$ cat src/rtl/lfpd_pkg.sv
`default_nettype none
package lfpd_pkg;

  localparam int unsigned SensorCount = 8;
  localparam int unsigned SelW = $clog2(SensorCount);
  localparam int unsigned BaseW = 15;
  localparam int unsigned GainW = 10;
  localparam int unsigned SpeedW = 16;
  localparam int unsigned CfgDataW = 15;
  localparam int unsigned CfgIdxW = 2;
  localparam int unsigned DivSteps = 5;

  typedef enum logic [CfgIdxW-1:0] {
    REG_BASE_SPEED  = 2'd0,
    REG_PROP_GAIN   = 2'd1,
    REG_DERIV_GAIN  = 2'd2,
    REG_BRAKE_SPEED = 2'd3
  } cfg_reg_e;

  typedef enum logic [2:0] {
    ST_IDLE,
    ST_SCAN,
    ST_DIV,
    ST_MUL_P,
    ST_MUL_D,
    ST_DONE
  } state_e;

  // -7, -5, ... 7 from left to right
  function automatic logic signed [3:0] pos_weight(input logic [SelW-1:0] idx);
    pos_weight = $signed({~idx[2], idx[1:0], 1'b1});
  endfunction

endpackage
`default_nettype wire

$ cat src/rtl/lfpd_if.sv
`default_nettype none
interface lfpd_in_if;
  logic       valid;
  logic       ready;
  logic [7:0] line_bits;
  modport source (output valid, output line_bits, input ready);
  modport sink (input valid, input line_bits, output ready);
endinterface

interface lfpd_out_if;
  logic                                   valid;
  logic                                   ready;
  logic signed [lfpd_pkg::SpeedW-1:0]     left_drive;
  logic signed [lfpd_pkg::SpeedW-1:0]     right_drive;
  logic                                   line_lost;
  modport source (output valid, output left_drive, output right_drive,
                  output line_lost, input ready);
  modport sink (input valid, input left_drive, input right_drive,
                input line_lost, output ready);
endinterface
`default_nettype wire

$ cat src/rtl/line_follow_pd_steering_unit.sv
`default_nettype none
// Channel    Dir  Payload                                   Handshake
// sample_i   in   line_bits[7:0]                            valid/ready
// result_o   out  left_drive[15:0] right_drive[15:0] lost   valid/ready
// cfg        in   cfg_we_i, cfg_idx_i[1:0], cfg_data_i[14:0] write only
//
// One sample passes from accept to result valid through a scan of the 8 sensors
// through the shared adder, 5 divide steps, the P and D multiplies on the
// shared multiplier and an output load; a lost line skips from scan to load.
// Ready is high only in idle; a pending result does not block the next sample,
// which waits in its final step until the result register is free.
// Async active-low reset clears control state, config registers, result valid and the kept error.
module line_follow_pd_steering_unit (
  input  wire logic                              clk_i,
  input  wire logic                              rst_ni,
  lfpd_in_if.sink                                sample_i,
  lfpd_out_if.source                             result_o,
  input  wire logic                              cfg_we_i,
  input  wire logic [lfpd_pkg::CfgIdxW-1:0]      cfg_idx_i,
  input  wire logic [lfpd_pkg::CfgDataW-1:0]     cfg_data_i
);

  lfpd_pkg::state_e state_q, state_d;

  logic [lfpd_pkg::BaseW-1:0] base_q, brake_q;
  logic [lfpd_pkg::GainW-1:0] kp_q, kd_q;

  logic [7:0]                  bits_q, bits_d;
  logic [lfpd_pkg::SelW-1:0]   idx_q, idx_d;
  logic signed [5:0]           sum_q, sum_d;
  logic [3:0]                  cnt_q, cnt_d;
  logic [4:0]                  mag_q, mag_d;
  logic [4:0]                  rem_q, rem_d;
  logic [4:0]                  quo_q, quo_d;
  logic                        neg_q, neg_d;
  logic [2:0]                  step_q, step_d;
  logic signed [3:0]           err_q, err_d;
  logic signed [3:0]           prev_q, prev_d;
  logic signed [16:0]          turn_q, turn_d;
  logic                        lost_q, lost_d;

  logic                        res_valid_q, res_valid_d;
  logic [lfpd_pkg::SpeedW-1:0] res_left_q, res_left_d, res_right_q, res_right_d;
  logic                        res_lost_q, res_lost_d;

  logic signed [5:0]           sum_abs;
  logic [4:0]                  div_t;
  logic signed [4:0]           derr;
  logic signed [10:0]          mul_a;
  logic signed [4:0]           mul_b;
  logic signed [15:0]          prod;
  logic [lfpd_pkg::SpeedW-1:0] base_ext;

  assign derr = 5'(err_q) - 5'(prev_q);
  assign mul_a = $signed({1'b0, (state_q == lfpd_pkg::ST_MUL_P) ? kp_q : kd_q});
  assign mul_b = (state_q == lfpd_pkg::ST_MUL_P) ? 5'(err_q) : derr;
  assign prod = 16'(mul_a * mul_b);
  assign div_t = {rem_q[3:0], mag_q[4]};
  assign base_ext = {1'b0, base_q};

  always_ff @(posedge clk_i or negedge rst_ni) begin
    if (!rst_ni) begin
      base_q  <= '0;
      kp_q    <= '0;
      kd_q    <= '0;
      brake_q <= '0;
    end else if (cfg_we_i) begin
      unique case (lfpd_pkg::cfg_reg_e'(cfg_idx_i))
        lfpd_pkg::REG_BASE_SPEED:  base_q  <= cfg_data_i[lfpd_pkg::BaseW-1:0];
        lfpd_pkg::REG_PROP_GAIN:   kp_q    <= cfg_data_i[lfpd_pkg::GainW-1:0];
        lfpd_pkg::REG_DERIV_GAIN:  kd_q    <= cfg_data_i[lfpd_pkg::GainW-1:0];
        lfpd_pkg::REG_BRAKE_SPEED: brake_q <= cfg_data_i[lfpd_pkg::BaseW-1:0];
        default: ;
      endcase
    end
  end

  always_ff @(posedge clk_i or negedge rst_ni) begin
    if (!rst_ni) begin
      state_q     <= lfpd_pkg::ST_IDLE;
      prev_q      <= '0;
      res_valid_q <= 1'b0;
    end else begin
      state_q     <= state_d;
      prev_q      <= prev_d;
      res_valid_q <= res_valid_d;
    end
  end

  always_ff @(posedge clk_i) begin
    bits_q      <= bits_d;
    idx_q       <= idx_d;
    sum_q       <= sum_d;
    cnt_q       <= cnt_d;
    mag_q       <= mag_d;
    rem_q       <= rem_d;
    quo_q       <= quo_d;
    neg_q       <= neg_d;
    step_q      <= step_d;
    err_q       <= err_d;
    turn_q      <= turn_d;
    lost_q      <= lost_d;
    res_left_q  <= res_left_d;
    res_right_q <= res_right_d;
    res_lost_q  <= res_lost_d;
  end

  always_comb begin
    state_d     = state_q;
    bits_d      = bits_q;
    idx_d       = idx_q;
    sum_d       = sum_q;
    cnt_d       = cnt_q;
    mag_d       = mag_q;
    rem_d       = rem_q;
    quo_d       = quo_q;
    neg_d       = neg_q;
    step_d      = step_q;
    err_d       = err_q;
    prev_d      = prev_q;
    turn_d      = turn_q;
    lost_d      = lost_q;
    res_valid_d = res_valid_q && !result_o.ready;
    res_left_d  = res_left_q;
    res_right_d = res_right_q;
    res_lost_d  = res_lost_q;
    sum_abs     = '0;

    unique case (state_q)
      lfpd_pkg::ST_IDLE: begin
        if (sample_i.valid) begin
          bits_d  = sample_i.line_bits;
          idx_d   = '0;
          sum_d   = '0;
          cnt_d   = '0;
          state_d = lfpd_pkg::ST_SCAN;
        end
      end
      lfpd_pkg::ST_SCAN: begin
        if (bits_q[idx_q]) begin
          sum_d = sum_q + 6'(lfpd_pkg::pos_weight(idx_q));
          cnt_d = cnt_q + 4'd1;
        end
        idx_d = idx_q + lfpd_pkg::SelW'(1);
        if (idx_q == lfpd_pkg::SelW'(lfpd_pkg::SensorCount - 1)) begin
          sum_abs = sum_d[5] ? -sum_d : sum_d;
          mag_d   = sum_abs[4:0];
          neg_d   = sum_d[5];
          rem_d   = '0;
          quo_d   = '0;
          step_d  = '0;
          lost_d  = (cnt_d == 4'd0);
          state_d = (cnt_d == 4'd0) ? lfpd_pkg::ST_DONE : lfpd_pkg::ST_DIV;
        end
      end
      lfpd_pkg::ST_DIV: begin
        mag_d = {mag_q[3:0], 1'b0};
        if (div_t >= {1'b0, cnt_q}) begin
          rem_d = div_t - {1'b0, cnt_q};
          quo_d = {quo_q[3:0], 1'b1};
        end else begin
          rem_d = div_t;
          quo_d = {quo_q[3:0], 1'b0};
        end
        step_d = step_q + 3'd1;
        if (step_q == 3'(lfpd_pkg::DivSteps - 1)) begin
          err_d   = neg_q ? -$signed(quo_d[3:0]) : $signed(quo_d[3:0]);
          state_d = lfpd_pkg::ST_MUL_P;
        end
      end
      lfpd_pkg::ST_MUL_P: begin
        turn_d  = 17'(prod);
        state_d = lfpd_pkg::ST_MUL_D;
      end
      lfpd_pkg::ST_MUL_D: begin
        turn_d  = turn_q + 17'(prod);
        prev_d  = err_q;
        state_d = lfpd_pkg::ST_DONE;
      end
      lfpd_pkg::ST_DONE: begin
        if (!res_valid_q || result_o.ready) begin
          res_valid_d = 1'b1;
          res_lost_d  = lost_q;
          if (lost_q) begin
            res_left_d  = -{1'b0, brake_q};
            res_right_d = -{1'b0, brake_q};
          end else begin
            res_left_d  = base_ext + turn_q[15:0];
            res_right_d = base_ext - turn_q[15:0];
          end
          state_d = lfpd_pkg::ST_IDLE;
        end
      end
      default: state_d = lfpd_pkg::ST_IDLE;
    endcase
  end

  assign sample_i.ready       = (state_q == lfpd_pkg::ST_IDLE);
  assign result_o.valid       = res_valid_q;
  assign result_o.left_drive  = $signed(res_left_q);
  assign result_o.right_drive = $signed(res_right_q);
  assign result_o.line_lost   = res_lost_q;

  a_busy_after_accept: assert property (@(posedge clk_i) disable iff (!rst_ni)
    (sample_i.valid && sample_i.ready) |=> !sample_i.ready)
    else $error("ready stayed high after a sample beat");

  a_lost_same_speed: assert property (@(posedge clk_i) disable iff (!rst_ni)
    (result_o.valid && result_o.line_lost) |->
      (result_o.left_drive == result_o.right_drive))
    else $error("lost-line beat with unequal speeds");

  a_prev_err_range: assert property (@(posedge clk_i) disable iff (!rst_ni)
    prev_q != 4'b1000)
    else $error("kept error out of range");

  a_cnt_range: assert property (@(posedge clk_i) disable iff (!rst_ni)
    (state_q == lfpd_pkg::ST_DIV) |-> (cnt_q != 4'd0 && cnt_q <= 4'd8))
    else $error("bad divisor in divide");

endmodule
`default_nettype wire
$ cat src/flat_wrapper.sv
// flat-port wrapper written by rule: the top's interface ports become plain ports
module line_follow_pd_steering_unit_flat 
  (clk_i, rst_ni, cfg_we_i, cfg_idx_i, cfg_data_i, sample_i_valid, sample_i_line_bits, sample_i_ready, result_o_valid, result_o_left_drive, result_o_right_drive, result_o_line_lost, result_o_ready);
  lfpd_in_if sample_i_i ();
  lfpd_out_if result_o_i ();
  input  wire logic clk_i;
  input  wire logic rst_ni;
  input  wire logic cfg_we_i;
  input  wire logic [lfpd_pkg::CfgIdxW-1:0] cfg_idx_i;
  input  wire logic [lfpd_pkg::CfgDataW-1:0] cfg_data_i;
  input wire logic [$bits(sample_i_i.valid)-1:0] sample_i_valid;
  input wire logic [$bits(sample_i_i.line_bits)-1:0] sample_i_line_bits;
  output wire logic [$bits(sample_i_i.ready)-1:0] sample_i_ready;
  output wire logic [$bits(result_o_i.valid)-1:0] result_o_valid;
  output wire logic [$bits(result_o_i.left_drive)-1:0] result_o_left_drive;
  output wire logic [$bits(result_o_i.right_drive)-1:0] result_o_right_drive;
  output wire logic [$bits(result_o_i.line_lost)-1:0] result_o_line_lost;
  input wire logic [$bits(result_o_i.ready)-1:0] result_o_ready;
  assign sample_i_i.valid = sample_i_valid;
  assign sample_i_i.line_bits = sample_i_line_bits;
  assign sample_i_ready = sample_i_i.ready;
  assign result_o_valid = result_o_i.valid;
  assign result_o_left_drive = result_o_i.left_drive;
  assign result_o_right_drive = result_o_i.right_drive;
  assign result_o_line_lost = result_o_i.line_lost;
  assign result_o_i.ready = result_o_ready;
  line_follow_pd_steering_unit u_core (.clk_i(clk_i), .rst_ni(rst_ni), .sample_i(sample_i_i), .result_o(result_o_i), .cfg_we_i(cfg_we_i), .cfg_idx_i(cfg_idx_i), .cfg_data_i(cfg_data_i));
endmodule
$ cat config.mk
export PLATFORM = sky130hd
export DESIGN_NAME = line_follow_pd_steering_unit_flat
export DESIGN_NICKNAME = d
export VERILOG_FILES = /design/src/rtl/lfpd_pkg.sv /design/src/rtl/lfpd_if.sv /design/src/rtl/line_follow_pd_steering_unit.sv /design/src/flat_wrapper.sv
export SDC_FILE = /design/constraint.sdc
export NUM_CORES = 1
export LEC_CHECK = 0
export ABC_AREA = 1
export BUFFER_PORTS_ARGS = -buffer_cell sky130_fd_sc_hd__buf_2
export CORE_MARGIN = 2
export CORE_UTILIZATION = 30
export DETAILED_ROUTE_END_ITERATION = 7
export PLACE_DENSITY_LB_ADDON = 0.08
export SETUP_SLACK_MARGIN = 0.2
export SLEW_MARGIN = 15
export SYNTH_ARGS = -nofsm -noshare
export SYNTH_HDL_FRONTEND = slang
export SYNTH_SLANG_ARGS = --single-unit
$ cat constraint.sdc
create_clock -name clk_i -period 8.35 [get_ports clk_i]
set_input_delay 1.67 -clock clk_i [delete_from_list [all_inputs] [get_ports clk_i]]
set_output_delay 1.67 -clock clk_i [all_outputs]
set_load 0.005 [all_outputs]
==> impl_metrics.toml <==
[routing]
dr_total_vias = 8881
detail_route.first_pass.iterations = 5
detail_route.iter0.violations = 509
drt_drc_violations_left = 0
routed_via_density = 4.59
wl_per_cell_um = 15.2
drt-total-wl_um = 29500
detail-route-antenna-nets = 0

[yosys]
postSynthRegisterBits = 148
post_synthesis_average_cell_area_um2 = 7.94
synth_flop_cell = "edfxtp_1"
yosys_warnings = 0
synthArstFlopShare_pct = 39.2
syn-instance-count = 1399
synth_seq_area_share_pct = 37.4
syn_area_mm2 = 0.0111
synth.lib_cells_used.distinct = 44
synth-edff-count = 90
total_nets_after_synthesis = 1557

[layout]
area_growth_from_synthesis_to_layout_pct = 12.3
drive_gt1_share_pct = 10.2
insertedDiodeCount = 0
final_cells = 1936
finalNetCount = 1613
final_area_mm2 = 0.0125

[worst_setup_path]
timing_worst_setup_path_type = "register to register"
worst_ep_required_time_ps = 8560
ff2ff_path_depth = 26
timing.critical_path.from = "u_core.state_q[2]"
cp_max_fo = 25
worst_r2r_startpoint = "u_core.state_q[2]"
worst_ep_arrival_time_ps = 6360
critPathCaptureType = "register"
startpoint_type = "register"

[timing]
hold_violations = 0
setup_violations = 0
timing.final.max_slew_violations = 0
worst_slew_pin_slew_ps = 993
setup_tns_final_ps = 0
holdWs_ps = 486
timing.final.crit_share_pct = 73.7
setup_repair_after_global_routing_missed_its_margin = "no"
period_minus_slack_ps = 6160
slew_headroom_pct = 33.7
final.setup_skew_ps = 10.7
max_freq_mhz = 162

[place]
port_buffers = 64
placed_area_mm2 = 0.0119
place.gp.congestion = 0.839
post-place-cells = 1904
dpl.hpwl_um = 23200

[clocking]
cts_tree = "built"
post_cts.repair.setup_buffers = 0
cts.hold.buffers_added = 0
worst_setup_hold_path_clk_slew_ps = 60
root_buffer = "clkbuf_16"
htree_levels = 4
cts_made_buffers = 17
tritoncts_num_sinks = 148
postCtsResizedCells = 0
maximum_root_to_sink_buffer_count = 2
clk-insertion-delay-late_ps = 450

[global_routing]
grtUsageTotal_pct = 16.3
first_pass_grt_wire_length_um = 48700
antenna_found_initial = 0
gr_overflow_total = 0
pin_count_of_the_biggest_net_entering_global_routing = 59
grt_pass1_vias = 8980

[min_path]
min_from = "u_core.kd_q[6]"
worstHoldPathType = "register to register"
hold_depth = 2

[floorplanning]
top_level_ports = 65
die_width_um = 196
floorplan.initialDensity_pct = 30.4
core_region_area_mm2 = 0.0365
die_height_um = 196
row_count = 70
die-area_mm2 = 0.0386

[job]
timing.max_cap.violations = 0

[status]
run_status = "finished clean"
## layer usage
metal,global-route usage [%],part of all wire (%),vias to the layer above
li1,-,-,4638
met1,22.8,51,4100
met2,26.0,45,119
met3,2.87,3.0,24
met4,4.18,1.3,0
met5,0,0,-
## cell type report
| type | count | area [um^2] |
|---|---|---|
| Clock inverter | 11 | 72.6 |
| Fill cell | 3847 | 24000 |
| Clock buffer | 21 | 472 |
| Multi-Input combinational cell | 968 | 5890 |
| Sequential cell | 148 | 4150 |
| Tap cell | 468 | 586 |
| Inverter | 248 | 931 |
| Timing Repair Buffer | 72 | 380 |
## cells in the mapped netlist (2+ instances only)
library cell	number	area, um^2
xor2_1	19	166
nand4_1	8	50.1
xnor2_1	14	123
mux2i_1	3	30.0
nand3_4	2	35.0
nor3_1	14	70.1
fa_1	30	601
o31ai_1	2	15.0
nand2_2	11	68.8
dfrtp_1	58	1450
a31oi_1	4	25.0
a21oi_1	74	370
nor2_1	125	469
inv_1	229	860
o21ai_1	38	190
and3_1	2	12.5
nand3b_1	7	52.6
inv_2	19	71.3
nand3_2	4	40.0
o211ai_1	3	22.5
clkbuf_1	25	93.8
a21boi_1	4	30.0
o21bai_1	11	82.6
a21o_1	5	37.5
nand2_1	286	1070
edfxtp_1	90	2700
o21ai_0	108	541
nor2_2	2	12.5
ha_1	98	1230
or2_1	4	25.0
nand3_1	78	390
buf_2	8	40.0
nand2_4	3	33.8
## flip-flops by register name (all words and copies together), names as in the netlist
signal	cells
u_core.base_q	15
u_core.bits_q	8
u_core.brake_q	15
u_core.cnt_q	4
u_core.err_q	4
u_core.idx_q	3
u_core.kd_q	10
u_core.kp_q	10
u_core.lost_q	1
u_core.mag_q	5
u_core.neg_q	1
u_core.prev_q	4
u_core.quo_q	3
u_core.rem_q	4
u_core.result_o.left_drive	15
u_core.result_o.line_lost	1
u_core.result_o.right_drive	16
u_core.result_o.valid	1
u_core.state_q	3
u_core.step_q	3
u_core.sum_q	6
u_core.turn_q	16
## per-stage QoR
step / setup slack, ps / util (%)
final: 2190 / 34.2
after global routing: 1640 / 34.2
after CTS: 2150 / 34.2
after detailed placement: 2170 / 32.7
after global placement: 2220 / 32.7
after floorplan: 2790 / -
## logic make-up (layout without fill, tap and decap cells)
logic type | count (synthesis) | in the layout | share of synthesized area (%)
AND/OR/NAND/NOR | 549 | 549 | 21.2
buffers and inverters | 283 | 352 | 9.78
flip-flops | 148 | 148 | 37.4
adder cells (fa/ha/maj) | 128 | 128 | 16.4
AO/OA/AOI/OAI | 255 | 255 | 12.3
multiplexers | 3 | 3 | 0.270
XOR/XNOR | 33 | 33 | 2.60
## worst max-delay path, cell delays in order, from the launching register on
cell and delay, ps:
dfrtp_1 430, inv_2 100, nand3_2 390, or2_1 420, nand2_1 340, nor2_1 120
fa_1 550, inv_1 50, fa_1 500, fa_1 540, inv_1 40, ha_1 370
a21oi_1 190, nand2_1 110, a21oi_1 290, o21ai_1 110, xor2_1 240, ha_1 300
a21o_1 180, nand3_1 70, nand2_1 60, nor2_1 140, nand2_1 80, nand2_1 70
nand3_1 60, nand3_1 110, nand2_1 50
## final timing paths
kind	end	slack, ps
max in group asynchronous	u_core.state_q[0]	6390
max	u_core.turn_q[15]	2190
min	u_core.kd_q[6]	490
min reg2reg	u_core.kd_q[6]	490
max reg2reg	u_core.turn_q[15]	2190
min in group asynchronous	u_core.brake_q[8]	1400
## cell usage in the layout, fill, tap and decap left out, types with 5 or more instances in the layout
| cell | Yosys | routed |
|---|---|---|
| nand3_2 | 4 | 5 |
| clkbuf_16 | 0 | 18 |
| o21ai_1 | 38 | 40 |
| buf_2 | 8 | 64 |
| nand2_1 | 286 | 286 |
| inv_1 | 229 | 229 |
| edfxtp_1 | 90 | 90 |
| nor3_1 | 14 | 14 |
| o21bai_1 | 11 | 11 |
| buf_4 | 1 | 8 |
| fa_1 | 30 | 30 |
| xor2_1 | 19 | 19 |
| nand2_2 | 11 | 11 |
| a21oi_1 | 74 | 73 |
| nand3_1 | 78 | 77 |
| o21ai_0 | 108 | 106 |
| nor2_1 | 125 | 125 |
| inv_2 | 19 | 19 |
| a21o_1 | 5 | 5 |
| nand4_1 | 8 | 8 |
| dfrtp_1 | 58 | 58 |
| xnor2_1 | 14 | 14 |
| nand3b_1 | 7 | 7 |
| ha_1 | 98 | 98 |
Power is left out: the tool's default activity adds up to more than one toggle a clock period on the data nets, which glitch-free logic cannot reach.
